**config.mk**
```make
export PLATFORM = sky130hd
export DESIGN_NAME = rw_lock_grant_controller
export DESIGN_NICKNAME = d
export VERILOG_FILES = /design/src/design/rwl_pkg.sv /design/src/design/rwl_fifo.sv /design/src/design/rwl_datapath.sv /design/src/design/rwl_ctrl.sv /design/src/design/rw_lock_grant_controller.sv
export SDC_FILE = /design/constraint.sdc
export NUM_CORES = 1
export LEC_CHECK = 0
export BUFFER_PORTS_ARGS = -buffer_cell sky130_fd_sc_hd__buf_2
export CORE_MARGIN = 2
export CORE_UTILIZATION = 50
export DETAILED_ROUTE_END_ITERATION = 10
export PLACE_DENSITY = 0.76
export RECOVER_POWER = 100
export SKIP_CTS_REPAIR_TIMING = 1
export SLEW_MARGIN = 40
export SYNTH_ARGS = -nofsm -noshare
export SYNTH_HDL_FRONTEND = slang
export SYNTH_HIERARCHICAL = 1
export SYNTH_SLANG_ARGS = --single-unit
```
**constraint.sdc**
```tcl
create_clock -name clk -period 6.1 [get_ports clk]
set_input_delay 0.305 -clock clk [delete_from_list [all_inputs] [get_ports clk]]
set_output_delay 0.305 -clock clk [all_outputs]
set_load 0.005 [all_outputs]
```
**src/design/rwl_pkg.sv**
```systemverilog
// Shared constants, codes, types and ring-pointer helper for the reader-writer lock controller.
// No dependencies; used by every module of the block.
package rwl_pkg;

    localparam int QUEUE_DEPTH       = 16;
    localparam int TASK_ID_BITS      = 8;
    localparam int READER_COUNT_BITS = 9;

    localparam int PTR_W  = (QUEUE_DEPTH > 1) ? $clog2(QUEUE_DEPTH) : 1;
    localparam int FILL_W = $clog2(QUEUE_DEPTH + 1);
    localparam int SUM_W  = FILL_W + 1;

    localparam int OPCODE_W = 3;
    localparam int STATUS_W = 3;

    localparam int IN_W      = TASK_ID_BITS + 1;
    localparam int S_TDATA_W = ((IN_W + 7) / 8) * 8;
    localparam int OUT_W     = TASK_ID_BITS + STATUS_W;
    localparam int M_TDATA_W = ((OUT_W + 7) / 8) * 8;

    localparam logic [OPCODE_W-1:0] OP_WRITE     = 3'd0;
    localparam logic [OPCODE_W-1:0] OP_READ      = 3'd1;
    localparam logic [OPCODE_W-1:0] OP_TRY_WRITE = 3'd2;
    localparam logic [OPCODE_W-1:0] OP_TRY_READ  = 3'd3;
    localparam logic [OPCODE_W-1:0] OP_UNLOCK    = 3'd4;

    localparam logic [STATUS_W-1:0] ST_GRANTED = 3'd0;
    localparam logic [STATUS_W-1:0] ST_QUEUED  = 3'd1;
    localparam logic [STATUS_W-1:0] ST_BUSY    = 3'd2;
    localparam logic [STATUS_W-1:0] ST_INVALID = 3'd3;
    localparam logic [STATUS_W-1:0] ST_EXCESS  = 3'd4;
    localparam logic [STATUS_W-1:0] ST_FULL    = 3'd5;

    localparam logic KIND_REPLY = 1'b0;
    localparam logic KIND_GRANT = 1'b1;

    localparam logic [READER_COUNT_BITS-1:0] READER_MAX = {READER_COUNT_BITS{1'b1}};

    typedef logic [TASK_ID_BITS-1:0] task_id_t;

    typedef struct packed {
        logic load;
        logic exec;
        logic grant;
    } dp_cmd_t;

    typedef struct packed {
        logic out_free;
        logic more;
        logic grant_last;
    } dp_status_t;

    function automatic logic [PTR_W-1:0] ring_add(logic [PTR_W-1:0] p, logic [FILL_W-1:0] n);
        logic [SUM_W-1:0] s;
        s = SUM_W'(p) + SUM_W'(n);
        if (s >= SUM_W'(QUEUE_DEPTH))
        begin
            s = s - SUM_W'(QUEUE_DEPTH);
        end
        return s[PTR_W-1:0];
    endfunction

endpackage

```
**src/design/rwl_fifo.sv**
```systemverilog
// Task-id wait queue: a ring memory with head pointer and fill count, registered read port.
// Depends on rwl_pkg.
module rwl_fifo (
    input  logic                     clk,
    input  logic                     rst_n,
    input  logic                     push,
    input  rwl_pkg::task_id_t        push_data,
    input  logic                     pop,
    output logic [rwl_pkg::FILL_W-1:0] fill,
    output rwl_pkg::task_id_t        head_data
);

    rwl_pkg::task_id_t              mem [rwl_pkg::QUEUE_DEPTH];
    rwl_pkg::task_id_t              rd_reg;
    logic [rwl_pkg::PTR_W-1:0]      head_reg;
    logic [rwl_pkg::PTR_W-1:0]      head_next;
    logic [rwl_pkg::PTR_W-1:0]      tail;
    logic [rwl_pkg::FILL_W-1:0]     fill_reg;
    logic [rwl_pkg::FILL_W-1:0]     fill_next;

    always_comb
    begin
        head_next = pop ? rwl_pkg::ring_add(head_reg, rwl_pkg::FILL_W'(1)) : head_reg;
        tail      = rwl_pkg::ring_add(head_reg, fill_reg);
        fill_next = fill_reg;
        if (push)
        begin
            fill_next = fill_reg + rwl_pkg::FILL_W'(1);
        end
        else if (pop)
        begin
            fill_next = fill_reg - rwl_pkg::FILL_W'(1);
        end
    end

    always_ff @(posedge clk or negedge rst_n)
    begin
        if (!rst_n)
        begin
            head_reg <= '0;
            fill_reg <= '0;
        end
        else
        begin
            head_reg <= head_next;
            fill_reg <= fill_next;
        end
    end

    // The read address follows the next head so that back-to-back pops see fresh data.
    always_ff @(posedge clk)
    begin
        if (push)
        begin
            mem[tail] <= push_data;
        end
        rd_reg <= mem[head_next];
    end

    assign fill      = fill_reg;
    assign head_data = rd_reg;

endmodule

```
**src/design/rwl_datapath.sv**
```systemverilog
// Lock state, request decoding, wait queues and the output register of the lock controller.
// Depends on rwl_pkg and rwl_fifo.
module rwl_datapath (
    input  logic                          clk,
    input  logic                          rst_n,
    input  rwl_pkg::dp_cmd_t              cmd,
    output rwl_pkg::dp_status_t           status,
    input  logic [rwl_pkg::OPCODE_W-1:0]  in_opcode,
    input  rwl_pkg::task_id_t             in_task_id,
    input  logic                          in_is_parallel,
    output logic                          out_valid,
    input  logic                          out_ready,
    output logic                          out_kind,
    output rwl_pkg::task_id_t             out_task_id,
    output logic [rwl_pkg::STATUS_W-1:0]  out_status,
    output logic                          out_last
);

    logic [rwl_pkg::OPCODE_W-1:0]          op_reg;
    rwl_pkg::task_id_t                     id_reg;
    logic                                  par_reg;

    logic                                  wh_reg;
    logic                                  wh_next;
    logic [rwl_pkg::READER_COUNT_BITS-1:0] cnt_reg;
    logic [rwl_pkg::READER_COUNT_BITS-1:0] cnt_next;

    logic                                  valid_reg;
    logic                                  valid_next;
    logic                                  kind_reg;
    logic                                  kind_next;
    rwl_pkg::task_id_t                     oid_reg;
    rwl_pkg::task_id_t                     oid_next;
    logic [rwl_pkg::STATUS_W-1:0]          st_reg;
    logic [rwl_pkg::STATUS_W-1:0]          st_next;
    logic                                  last_reg;
    logic                                  last_next;

    logic                                  wpush;
    logic                                  rpush;
    logic                                  wpop;
    logic                                  rpop;
    logic [rwl_pkg::FILL_W-1:0]            wfill;
    logic [rwl_pkg::FILL_W-1:0]            rfill;
    rwl_pkg::task_id_t                     wdata;
    rwl_pkg::task_id_t                     rdata;

    logic                                  wfull;
    logic                                  rfull;
    logic                                  readers_blocked;
    logic                                  released;
    logic [rwl_pkg::STATUS_W-1:0]          exec_st;
    logic                                  more;
    logic                                  grant_last;

    rwl_fifo u_wq (
        .clk       (clk),
        .rst_n     (rst_n),
        .push      (wpush),
        .push_data (id_reg),
        .pop       (wpop),
        .fill      (wfill),
        .head_data (wdata)
    );

    rwl_fifo u_rq (
        .clk       (clk),
        .rst_n     (rst_n),
        .push      (rpush),
        .push_data (id_reg),
        .pop       (rpop),
        .fill      (rfill),
        .head_data (rdata)
    );

    always_comb
    begin
        wfull           = (wfill == rwl_pkg::FILL_W'(rwl_pkg::QUEUE_DEPTH));
        rfull           = (rfill == rwl_pkg::FILL_W'(rwl_pkg::QUEUE_DEPTH));
        readers_blocked = wh_reg || ((cnt_reg != '0) && (wfill != '0));

        wh_next    = wh_reg;
        cnt_next   = cnt_reg;
        wpush      = 1'b0;
        rpush      = 1'b0;
        wpop       = 1'b0;
        rpop       = 1'b0;
        released   = 1'b0;
        exec_st    = rwl_pkg::ST_INVALID;
        grant_last = 1'b1;

        unique case (op_reg) inside
            rwl_pkg::OP_WRITE, rwl_pkg::OP_TRY_WRITE:
            begin
                if ((op_reg == rwl_pkg::OP_WRITE) && par_reg)
                begin
                    exec_st = rwl_pkg::ST_INVALID;
                end
                else if (wh_reg || (cnt_reg != '0))
                begin
                    if (op_reg == rwl_pkg::OP_TRY_WRITE)
                    begin
                        exec_st = rwl_pkg::ST_BUSY;
                    end
                    else if (wfull)
                    begin
                        exec_st = rwl_pkg::ST_FULL;
                    end
                    else
                    begin
                        exec_st = rwl_pkg::ST_QUEUED;
                        wpush   = cmd.exec;
                    end
                end
                else
                begin
                    exec_st = rwl_pkg::ST_GRANTED;
                    wh_next = 1'b1;
                end
            end
            rwl_pkg::OP_READ, rwl_pkg::OP_TRY_READ:
            begin
                if ((op_reg == rwl_pkg::OP_READ) && par_reg)
                begin
                    exec_st = rwl_pkg::ST_INVALID;
                end
                else if (readers_blocked)
                begin
                    if (op_reg == rwl_pkg::OP_TRY_READ)
                    begin
                        exec_st = rwl_pkg::ST_BUSY;
                    end
                    else if (rfull)
                    begin
                        exec_st = rwl_pkg::ST_FULL;
                    end
                    else
                    begin
                        exec_st = rwl_pkg::ST_QUEUED;
                        rpush   = cmd.exec;
                    end
                end
                else if (cnt_reg == rwl_pkg::READER_MAX)
                begin
                    exec_st = rwl_pkg::ST_BUSY;
                end
                else
                begin
                    exec_st  = rwl_pkg::ST_GRANTED;
                    cnt_next = cnt_reg + 1'b1;
                end
            end
            rwl_pkg::OP_UNLOCK:
            begin
                if (wh_reg)
                begin
                    wh_next  = 1'b0;
                    released = 1'b1;
                    exec_st  = rwl_pkg::ST_GRANTED;
                end
                else if (cnt_reg != '0)
                begin
                    cnt_next = cnt_reg - 1'b1;
                    released = 1'b1;
                    exec_st  = rwl_pkg::ST_GRANTED;
                end
                else
                begin
                    exec_st = rwl_pkg::ST_EXCESS;
                end
            end
            default:
            begin
                exec_st = rwl_pkg::ST_INVALID;
            end
        endcase

        more = released && (cnt_next == '0) && ((wfill != '0) || (rfill != '0));

        if (cmd.grant)
        begin
            if (wfill != '0)
            begin
                wpop       = 1'b1;
                wh_next    = 1'b1;
                grant_last = 1'b1;
            end
            else
            begin
                rpop       = 1'b1;
                cnt_next   = cnt_reg + 1'b1;
                grant_last = (rfill == rwl_pkg::FILL_W'(1))
                    || (cnt_next == rwl_pkg::READER_MAX);
            end
        end

        valid_next = out_ready ? 1'b0 : valid_reg;
        kind_next  = kind_reg;
        oid_next   = oid_reg;
        st_next    = st_reg;
        last_next  = last_reg;
        if (cmd.exec)
        begin
            valid_next = 1'b1;
            kind_next  = rwl_pkg::KIND_REPLY;
            oid_next   = id_reg;
            st_next    = exec_st;
            last_next  = !more;
        end
        else if (cmd.grant)
        begin
            valid_next = 1'b1;
            kind_next  = rwl_pkg::KIND_GRANT;
            oid_next   = (wfill != '0) ? wdata : rdata;
            st_next    = rwl_pkg::ST_GRANTED;
            last_next  = grant_last;
        end
    end

    always_ff @(posedge clk or negedge rst_n)
    begin
        if (!rst_n)
        begin
            wh_reg    <= 1'b0;
            cnt_reg   <= '0;
            valid_reg <= 1'b0;
        end
        else
        begin
            if (cmd.exec || cmd.grant)
            begin
                wh_reg  <= wh_next;
                cnt_reg <= cnt_next;
            end
            valid_reg <= valid_next;
        end
    end

    always_ff @(posedge clk)
    begin
        if (cmd.load)
        begin
            op_reg  <= in_opcode;
            id_reg  <= in_task_id;
            par_reg <= in_is_parallel;
        end
        kind_reg <= kind_next;
        oid_reg  <= oid_next;
        st_reg   <= st_next;
        last_reg <= last_next;
    end

    assign status.out_free   = !valid_reg || out_ready;
    assign status.more       = more;
    assign status.grant_last = grant_last;

    assign out_valid   = valid_reg;
    assign out_kind    = kind_reg;
    assign out_task_id = oid_reg;
    assign out_status  = st_reg;
    assign out_last    = last_reg;

endmodule

```
**src/design/rwl_ctrl.sv**
```systemverilog
// Sequencer of the lock controller: takes a request, resolves it, then hands out queued grants.
// Depends on rwl_pkg.
module rwl_ctrl (
    input  logic                clk,
    input  logic                rst_n,
    input  logic                in_valid,
    output logic                in_ready,
    output rwl_pkg::dp_cmd_t    cmd,
    input  rwl_pkg::dp_status_t status
);

    typedef enum logic [1:0] {
        S_IDLE,
        S_EXEC,
        S_DRAIN
    } state_t;

    state_t state_reg;
    state_t state_next;

    always_comb
    begin
        state_next = state_reg;
        cmd        = '0;
        unique case (state_reg)
            S_IDLE:
            begin
                if (in_valid)
                begin
                    cmd.load   = 1'b1;
                    state_next = S_EXEC;
                end
            end
            S_EXEC:
            begin
                if (status.out_free)
                begin
                    cmd.exec   = 1'b1;
                    state_next = status.more ? S_DRAIN : S_IDLE;
                end
            end
            S_DRAIN:
            begin
                if (status.out_free)
                begin
                    cmd.grant  = 1'b1;
                    state_next = status.grant_last ? S_IDLE : S_DRAIN;
                end
            end
            default:
            begin
                state_next = S_IDLE;
            end
        endcase
    end

    always_ff @(posedge clk or negedge rst_n)
    begin
        if (!rst_n)
        begin
            state_reg <= S_IDLE;
        end
        else
        begin
            state_reg <= state_next;
        end
    end

    assign in_ready = (state_reg == S_IDLE);

endmodule

```
**src/design/rw_lock_grant_controller.sv**
```systemverilog
// Top level of the reader-writer lock controller: stream ports, sequencer and datapath.
// Depends on rwl_pkg, rwl_ctrl and rwl_datapath.
//
// Each request beat produces one reply beat, and an unlock that frees the lock is followed
// by grant beats for waiting tasks; m_tlast marks the final beat of a request. A request is
// first accepted and then resolved against the lock state. An unlock that releases the lock
// then hands out its grants, a single writer or up to the queue depth of readers, from the
// wait queue one read per cycle while the output register is free. The result
// register lets a new request be accepted while a result waits, and a stalled master side holds
// the sequencer in place.
module rw_lock_grant_controller (
    input  logic                            clk,
    input  logic                            rst_n,
    input  logic                            s_tvalid,
    output logic                            s_tready,
    // task_id, is_parallel, zero padding
    input  logic [rwl_pkg::S_TDATA_W-1:0]   s_tdata,
    // opcode
    input  logic [rwl_pkg::OPCODE_W-1:0]    s_tuser,
    output logic                            m_tvalid,
    input  logic                            m_tready,
    // task_id_out, status, zero padding
    output logic [rwl_pkg::M_TDATA_W-1:0]   m_tdata,
    // kind
    output logic                            m_tuser,
    output logic                            m_tlast
);

    rwl_pkg::dp_cmd_t             cmd;
    rwl_pkg::dp_status_t          status;
    rwl_pkg::task_id_t            out_task_id;
    logic [rwl_pkg::STATUS_W-1:0] out_status;

    rwl_ctrl u_ctrl (
        .clk      (clk),
        .rst_n    (rst_n),
        .in_valid (s_tvalid),
        .in_ready (s_tready),
        .cmd      (cmd),
        .status   (status)
    );

    rwl_datapath u_dp (
        .clk            (clk),
        .rst_n          (rst_n),
        .cmd            (cmd),
        .status         (status),
        .in_opcode      (s_tuser),
        .in_task_id     (s_tdata[rwl_pkg::TASK_ID_BITS-1:0]),
        .in_is_parallel (s_tdata[rwl_pkg::TASK_ID_BITS]),
        .out_valid      (m_tvalid),
        .out_ready      (m_tready),
        .out_kind       (m_tuser),
        .out_task_id    (out_task_id),
        .out_status     (out_status),
        .out_last       (m_tlast)
    );

    assign m_tdata = rwl_pkg::M_TDATA_W'({out_status, out_task_id});

endmodule

```
==> impl_metrics.tcl, run 1 <==
set metrics [dict create \
    reg2reg_to "u_dp/u_rq/head_data[1]$_DFF_P_" \
    critical_path_class "reg -> reg" \
    setup_viol 0 \
    ir_drop_mv 0.154 \
    reg2reg_depth 8 \
    syn_area_per_cell_um2 14.8 \
    totalNegativeSetupSlack_ns 0 \
    tightest_slew_ns 1.98 \
    worstHoldPathType "in -> reg" \
    crit_buf_inv 2 \
    clkLatencyLatePin_ns 0.51 \
    p_sw_share_pct 26.3 \
    critical_path_depth 8 \
    clkSlewWorstSetupHoldPaths_ns 0.06 \
    pwr-share-seq_pct 48.3 \
    synthTopCellsByCount "edfxtp_1 (280), mux2i_1 (106), nand2_1 (62), nor2_1 (60), mux4_2 (52)" \
    synthArstFlopShare_pct 9.45 \
    period_minus_slack_ns 5.06 \
    grt_setup_unrepaired "no" \
    syn_area_mm2 0.0152 \
    internal_power_uw 4260 \
    max_stage_delay_ns 0.83 \
    antenna_found_initial 0 \
    synthCells 1033 \
    synth_edf_count 280 \
    synth.largest_area_cell "edfxtp_1" \
    ios 43 \
    clock-sinks 328 \
    layout.cells.non_filler 1489 \
    dr.pass1.iters 5 \
    start_util_pct 51.1 \
    r2r_slack_ns 1.04 \
    antenna_cells 0 \
    multiInputGateArea_mm2 0.00529 \
    pwr-share-comb_pct 15.2 \
    grt-ovfl-total 0 \
    fin_ws_ns 1.04 \
    cp_slowest_cell "nor4_1" \
    ys.flop_type "edfxtp_1" \
    ys_seq_elements 328 \
    fillers 2286 \
    cap_violations 5 \
    synth_warnings 6 \
    pre_cts_ws_ns 1.85 \
    fin_nets 1121 \
    ff_latch_area_mm2 0.00953 \
    crit_arrival_ns 5.44 \
    wl_per_cell_um 22.5 \
    start_kind "flip-flop" \
    chipHeight_um 179 \
    wl_mm 33.5 \
    p_sw_uw 1520 \
    numPortBuffers 30 \
    ys_seq_area_share_pct 62.5 \
    cts_buffers 34 \
    clk_path_buf_depth 3 \
    gp_congestion 0.895 \
    tritoncts "yes" \
    power_density_mw_per_mm2 342 \
    drc 0 \
    clockPowerShare_pct 36.5 \
    power_uw 5780 \
    fin_area_mm2 0.0169 \
    std_cell_rows 63 \
    area.growth.synth_to_final_pct 10.9 \
    dpl-instance-area_mm2 0.0158 \
    crit_fanout 25 \
    place_inst 1415 \
    grt_pass1_wl_mm 51.2 \
    grt_max_degree 43 \
    first_iter_violations 966 \
    path_cells "nor4_1 > and2_0 > nand2_1 > clkinv_1 > mux2i_1 > clkbuf_1 > mux4_2 > a221o_1" \
    max_freq_mhz 198 \
    endpoint "u_dp/u_rq/head_data[1]$_DFF_P_" \
    r2r-start "u_dp/u_wq/fill[1]$_DFFE_PN0P_" \
    cp-startpoint "u_dp/u_wq/fill[1]$_DFFE_PN0P_" \
    hold_viol 0 \
    cts_max_level 2 \
    die_area_mm2 0.0319 \
    synth_top_area_share_pct 55.2 \
    grt.total_usage_pct 21.3 \
    yosysMostFrequentCell "edfxtp_1" \
    clock-skew-final_ns 0.0208 \
    layout-drive-gt1-share_pct 12.8 \
    finalMaxSlewViolations 168 \
    violations "max-capacitance violations, max-slew violations" \
    dp_hpwl_mm 21.4 \
    grt_pass1_vias 9005 \
    clockRootBuffer "clkbuf_16" \
    die_w_um 179 \
    min_path_cells 3 \
    cp-end-kind "flip-flop" \
    relSlewSlack_pct -32.0 \
    ant_nets 0 \
    path_delay_family "simple AND/OR/NAND/NOR gates" \
    synthTopCellsByArea "edfxtp_1 (55%), mux4_2 (7.7%), mux2i_1 (7.0%)" \
    crit_required_ns 6.49 \
    routed-via-count 9274 \
    core_mm2 0.0298 \
    timing.final.crit_share_pct 82.9 \
    p_leak_uw 0.00553 \
    routed_via_density 6.23 \
    ys_types 66 \
    outcome "finished with violations" \
]
## through the flow
stage	hold WS (ns)	utilization [%]
2_1_floorplan	0.00941	-
3_3_place_gp	0.442	52.5
3_5_place_dp	0.445	53.0
4_1_cts	-0.0955	56.8
5_1_grt	0.0909	56.7
6_report	0.0934	56.7
## power groups by stage
| stage | Clock, uW | Sequential [uW] | Combinational [uW] |
|---|---|---|---|
| after floorplan | 0 | 2800 | 621 |
| after global placement | 0 | 2860 | 790 |
| after detailed placement | 0 | 2830 | 885 |
| after CTS | 2140 | 2780 | 895 |
| after global routing | 2230 | 2810 | 968 |
| final | 2110 | 2790 | 881 |
## metal layers
layer	routed length [um]	track usage (%)
met5	0	0
met2	15800	34.0
met3	2530	3.41
met1	14200	29.8
met4	975	7.59
## logic make-up (layout without fill, tap and decap cells)
logic type / after synthesis / in the layout / synth area share, %
DFF: 328 / 328 / 62.5
and+or+nand+nor: 235 / 235 / 7.53
muxes: 165 / 165 / 15.3
AOI/OAI and AO/OA: 157 / 157 / 7.32
buffers and inverters: 83 / 145 / 2.70
xor gates and xnor gates: 41 / 41 / 2.58
adders and majority gates: 23 / 23 / 2.09
other: 1 / 5 / 0.0246
## worst min-delay path: stages
cell and delay (ns):
buf_2 0.10, nor2_1 0.09, a211oi_1 0.06
## layout by cell type (no fill, tap or decap), types with 11 or more instances in the layout
cell type and n:
edfxtp_1 280, nand3_1 43, mux4_2 52, clkbuf_1 38, dfxtp_1 17, inv_1 18
ha_1 18, dlygate4sd3_1 13, mux2i_1 106, nor3_1 11, buf_2 16, a21oi_1 28
nor2_1 60, nand2_1 62, a22oi_1 48, dfrtp_1 29, xnor2_1 30, clkbuf_16 35
o21ai_0 21
## layout make-up
type,count,share of cell area [%]
multi-input cells,626,31.3
clock inverters,13,1.16
flip-flops and latches,328,56.4
clock buffers,47,5.57
repair buffers,65,2.22
well taps,390,2.89
inverters,20,0.444
## worst min path at each step
stage	start	end	slack, ns
5_1_grt	s_tvalid	u_ctrl/state_reg[0]$_DFFE_PN0P_	0.09
3_5_place_dp	rst_n	u_dp/u_wq/head_reg[3]$_DFF_PN0_	0.45
6_report	s_tvalid	u_ctrl/state_reg[0]$_DFFE_PN0P_	0.09
3_3_place_gp	rst_n	u_ctrl/state_reg[0]$_DFFE_PN0P_	0.44
2_1_floorplan	rst_n	u_ctrl/state_reg[0]$_DFFE_PN0P_	0.009
4_1_cts	rst_n	u_dp/u_wq/head_reg[3]$_DFF_PN0_	-0.1
No activity file was read; power rests on OpenSTA's default activity.
==> run 2, diff against run 1 <==
Settings changed: ABC_AREA set to 1, PLACE_DENSITY 0.76 to 0.79.
Clock period 6.1 ns to 4.15 ns, I/O delays scaled along.
==> run 2 against run 1 <==
The run still ends with max-capacitance violations, max-slew violations left. Critical path depth rose by 6. Highest routed layer unchanged. Non-clock buffer count rose by 7. Power rose by 68%. Synthesized area rose by 3.1%. Largest power group unchanged.
==> impl_metrics.tcl, run 2 <==
set metrics [dict create \
    outcome "finished with violations" \
    violations "max-capacitance violations, max-slew violations" \
    crit_buf_inv 3 \
    finalMaxSlewViolations 304 \
    clockRootBuffer "clkbuf_16" \
    dp_hpwl_mm 22.3 \
    setup_viol 0 \
    clkLatencyLatePin_ns 0.53 \
    timing.final.crit_share_pct 87.2 \
    clock-sinks 328 \
    synthTopCellsByArea "edfxtp_1 (54%), nand3_1 (10%), nand2_1 (6.6%)" \
    synthCells 1576 \
    power_uw 9690 \
    synthArstFlopShare_pct 9.45 \
    ys.flop_type "edfxtp_1" \
    p_sw_share_pct 32.2 \
    ys_seq_elements 328 \
    synth_edf_count 280 \
    antenna_found_initial 0 \
    crit_fanout 22 \
    mostFrequentLayoutCells "nand3_1 (329), edfxtp_1 (280), nand2_1 (279)" \
    multiInputGateArea_mm2 0.00465 \
    totalNegativeSetupSlack_ns 0 \
    path_delay_family "simple AND/OR/NAND/NOR gates" \
    std_cell_rows 64 \
    worstHoldPathType "in -> reg" \
    routed-via-count 11400 \
    path_cells "nor2_1 > nand2_1 > nor2_4 > inv_1 > nor2_4 > inv_2 > nand2_2 > nand2_1 > inv_1 > nand2_1 > nand3_1 > nand3_1 > nand3_1 > nand2_1" \
    drc 0 \
    power_density_mw_per_mm2 558 \
    critical_path_class "reg -> reg" \
    grt_max_degree 57 \
    utilization_pct 56.5 \
    syn_area_per_cell_um2 9.97 \
    clock-skew-final_ns 0.0319 \
    pwr-share-seq_pct 42.6 \
    yosysMostFrequentCell "nand3_1" \
    first_iter_violations 1269 \
    mostFrequentLayoutCell "nand3_1" \
    start_kind "flip-flop" \
    place_inst 1960 \
    relSlewSlack_pct -26.0 \
    routed_via_density 5.58 \
    cp_common_cell "nand2_1" \
    tightest_slew_ns 1.89 \
    hold_viol 0 \
    clkSlewWorstSetupHoldPaths_ns 0.06 \
    p_leak_uw 0.00728 \
    tritoncts "yes" \
    ir_drop_mv 0.323 \
    crit_required_ns 4.55 \
    grt.total_usage_pct 21.6 \
    chipHeight_um 181 \
    wl_mm 35.9 \
    die_area_mm2 0.0329 \
    area.growth.synth_to_final_pct 10.5 \
    gp_congestion 0.916 \
    ff_latch_area_mm2 0.00952 \
    ant_nets 0 \
    ys_types 46 \
    fillers 2491 \
    max_stage_delay_ns 0.53 \
    clk_path_buf_depth 3 \
    die_w_um 181 \
    hold_slack_ns 0.389 \
    synth_top_area_share_pct 53.5 \
    fin_nets 1662 \
    period_minus_slack_ns 3.62 \
    wl_per_cell_um 17.6 \
    internal_power_uw 6580 \
    antenna_cells 0 \
    cp-end-kind "flip-flop" \
    cts_max_level 2 \
    synth_warnings 6 \
    ys_seq_area_share_pct 60.6 \
    start_util_pct 51.1 \
    grt_setup_unrepaired "no" \
    dr.pass1.iters 6 \
    layout-drive-gt1-share_pct 6.94 \
    syn_area_mm2 0.0157 \
    p_sw_uw 3120 \
    cap_violations 9 \
    cts_buffers 35 \
    layout.cells.non_filler 2039 \
    synth.largest_area_cell "edfxtp_1" \
    numPortBuffers 30 \
    ios 43 \
    max_freq_mhz 276 \
    grt_pass1_vias 10800 \
    pwr-share-comb_pct 24.5 \
    synthTopCellsByCount "nand3_1 (327), edfxtp_1 (280), nand2_1 (278), inv_1 (268), nor2_1 (72)" \
    core_mm2 0.0307 \
    cp_slowest_cell "nor2_4" \
    crit_arrival_ns 4.02 \
    clockPowerShare_pct 32.9 \
    grt-ovfl-total 0 \
    grt_pass1_wl_mm 56.5 \
]
==> run 2: cell count changes in the layout (fill, tap and decap cells not counted), moves of 9 or more <==
| cell | change |
|---|---|
| buf_4 | +9 |
| nand2_1 | +217 |
| nor2_1 | +13 |
| mux2i_1 | -106 |
| nand3_1 | +286 |
| inv_1 | +251 |
| nand3b_1 | +43 |
| o21ai_0 | +11 |
| mux4_2 | -52 |
| xnor2_1 | -23 |
| a22oi_1 | -48 |
==> run 2: layer usage <==
metal  global-route usage, %  vias up  wire [um]
met5                       0        -          0
li1                        -     5320          -
met2                    35.5      553      17000
met1                    29.0     5427      14700
met3                    3.37       85       3160
met4                    8.13        0       1110
==> run 2: area by class of cell <==
cell class | count | share of cell area (%)
sequential | 328 | 54.9
multi-input combinational | 900 | 26.8
inverter | 279 | 6.03
clock buffer | 47 | 5.48
tap | 396 | 2.85
timing repair buffer | 72 | 2.68
clock inverter | 17 | 1.32
==> run 2: kinds of logic after synthesis <==
family                   synth area share (%)
AO/OA/AOI/OAI                            3.06
XOR/XNOR                                 1.39
adder cells (fa/ha/maj)                  2.02
buffers and inverters                    9.57
flip-flops                               60.6
other                                  0.0239
AND/OR/NAND/NOR                          23.3
==> run 2: power groups by stage <==
stage | sequential [uW] | clock [uW] | combinational (uW)
after global routing | 4150 | 3370 | 2640
after CTS | 4110 | 3230 | 2380
after global placement | 4170 | 0 | 2260
final | 4130 | 3190 | 2380
after detailed placement | 4180 | 0 | 2350
after floorplan | 4140 | 0 | 1740
==> run 2: path summary, 6_finish.rpt <==
check / start / to / slack (ns) / cells after the start
min in group asynchronous: rst_n / u_dp/out_valid$_DFFE_PN0P_ / 0.74 / 2
min reg2reg: u_dp/out_kind$_SDFFE_PP0P_ / u_dp/out_kind$_SDFFE_PP0P_ / 0.50 / 2
max: u_dp/u_wq/fill[1]$_DFFE_PN0P_ / u_dp/u_rq/head_data[0]$_DFF_P_ / 0.53 / 14
max in group asynchronous: rst_n / u_dp/cnt_reg[0]$_DFFE_PN0P_ / 2.30 / 2
max reg2reg: u_dp/u_wq/fill[1]$_DFFE_PN0P_ / u_dp/u_rq/head_data[0]$_DFF_P_ / 0.53 / 14
min: s_tdata[3] / u_dp/id_reg[3]$_DFFE_PP_ / 0.39 / 2
==> run 2: per-stage QoR <==
stage / setup slack, ns / area, um^2
global route: 0.222 / 17400
finish: 0.529 / 17400
global placement: 0.940 / 16200
detailed placement: 0.830 / 16200
floorplan: 1.25 / 15700
CTS: 0.805 / 17300
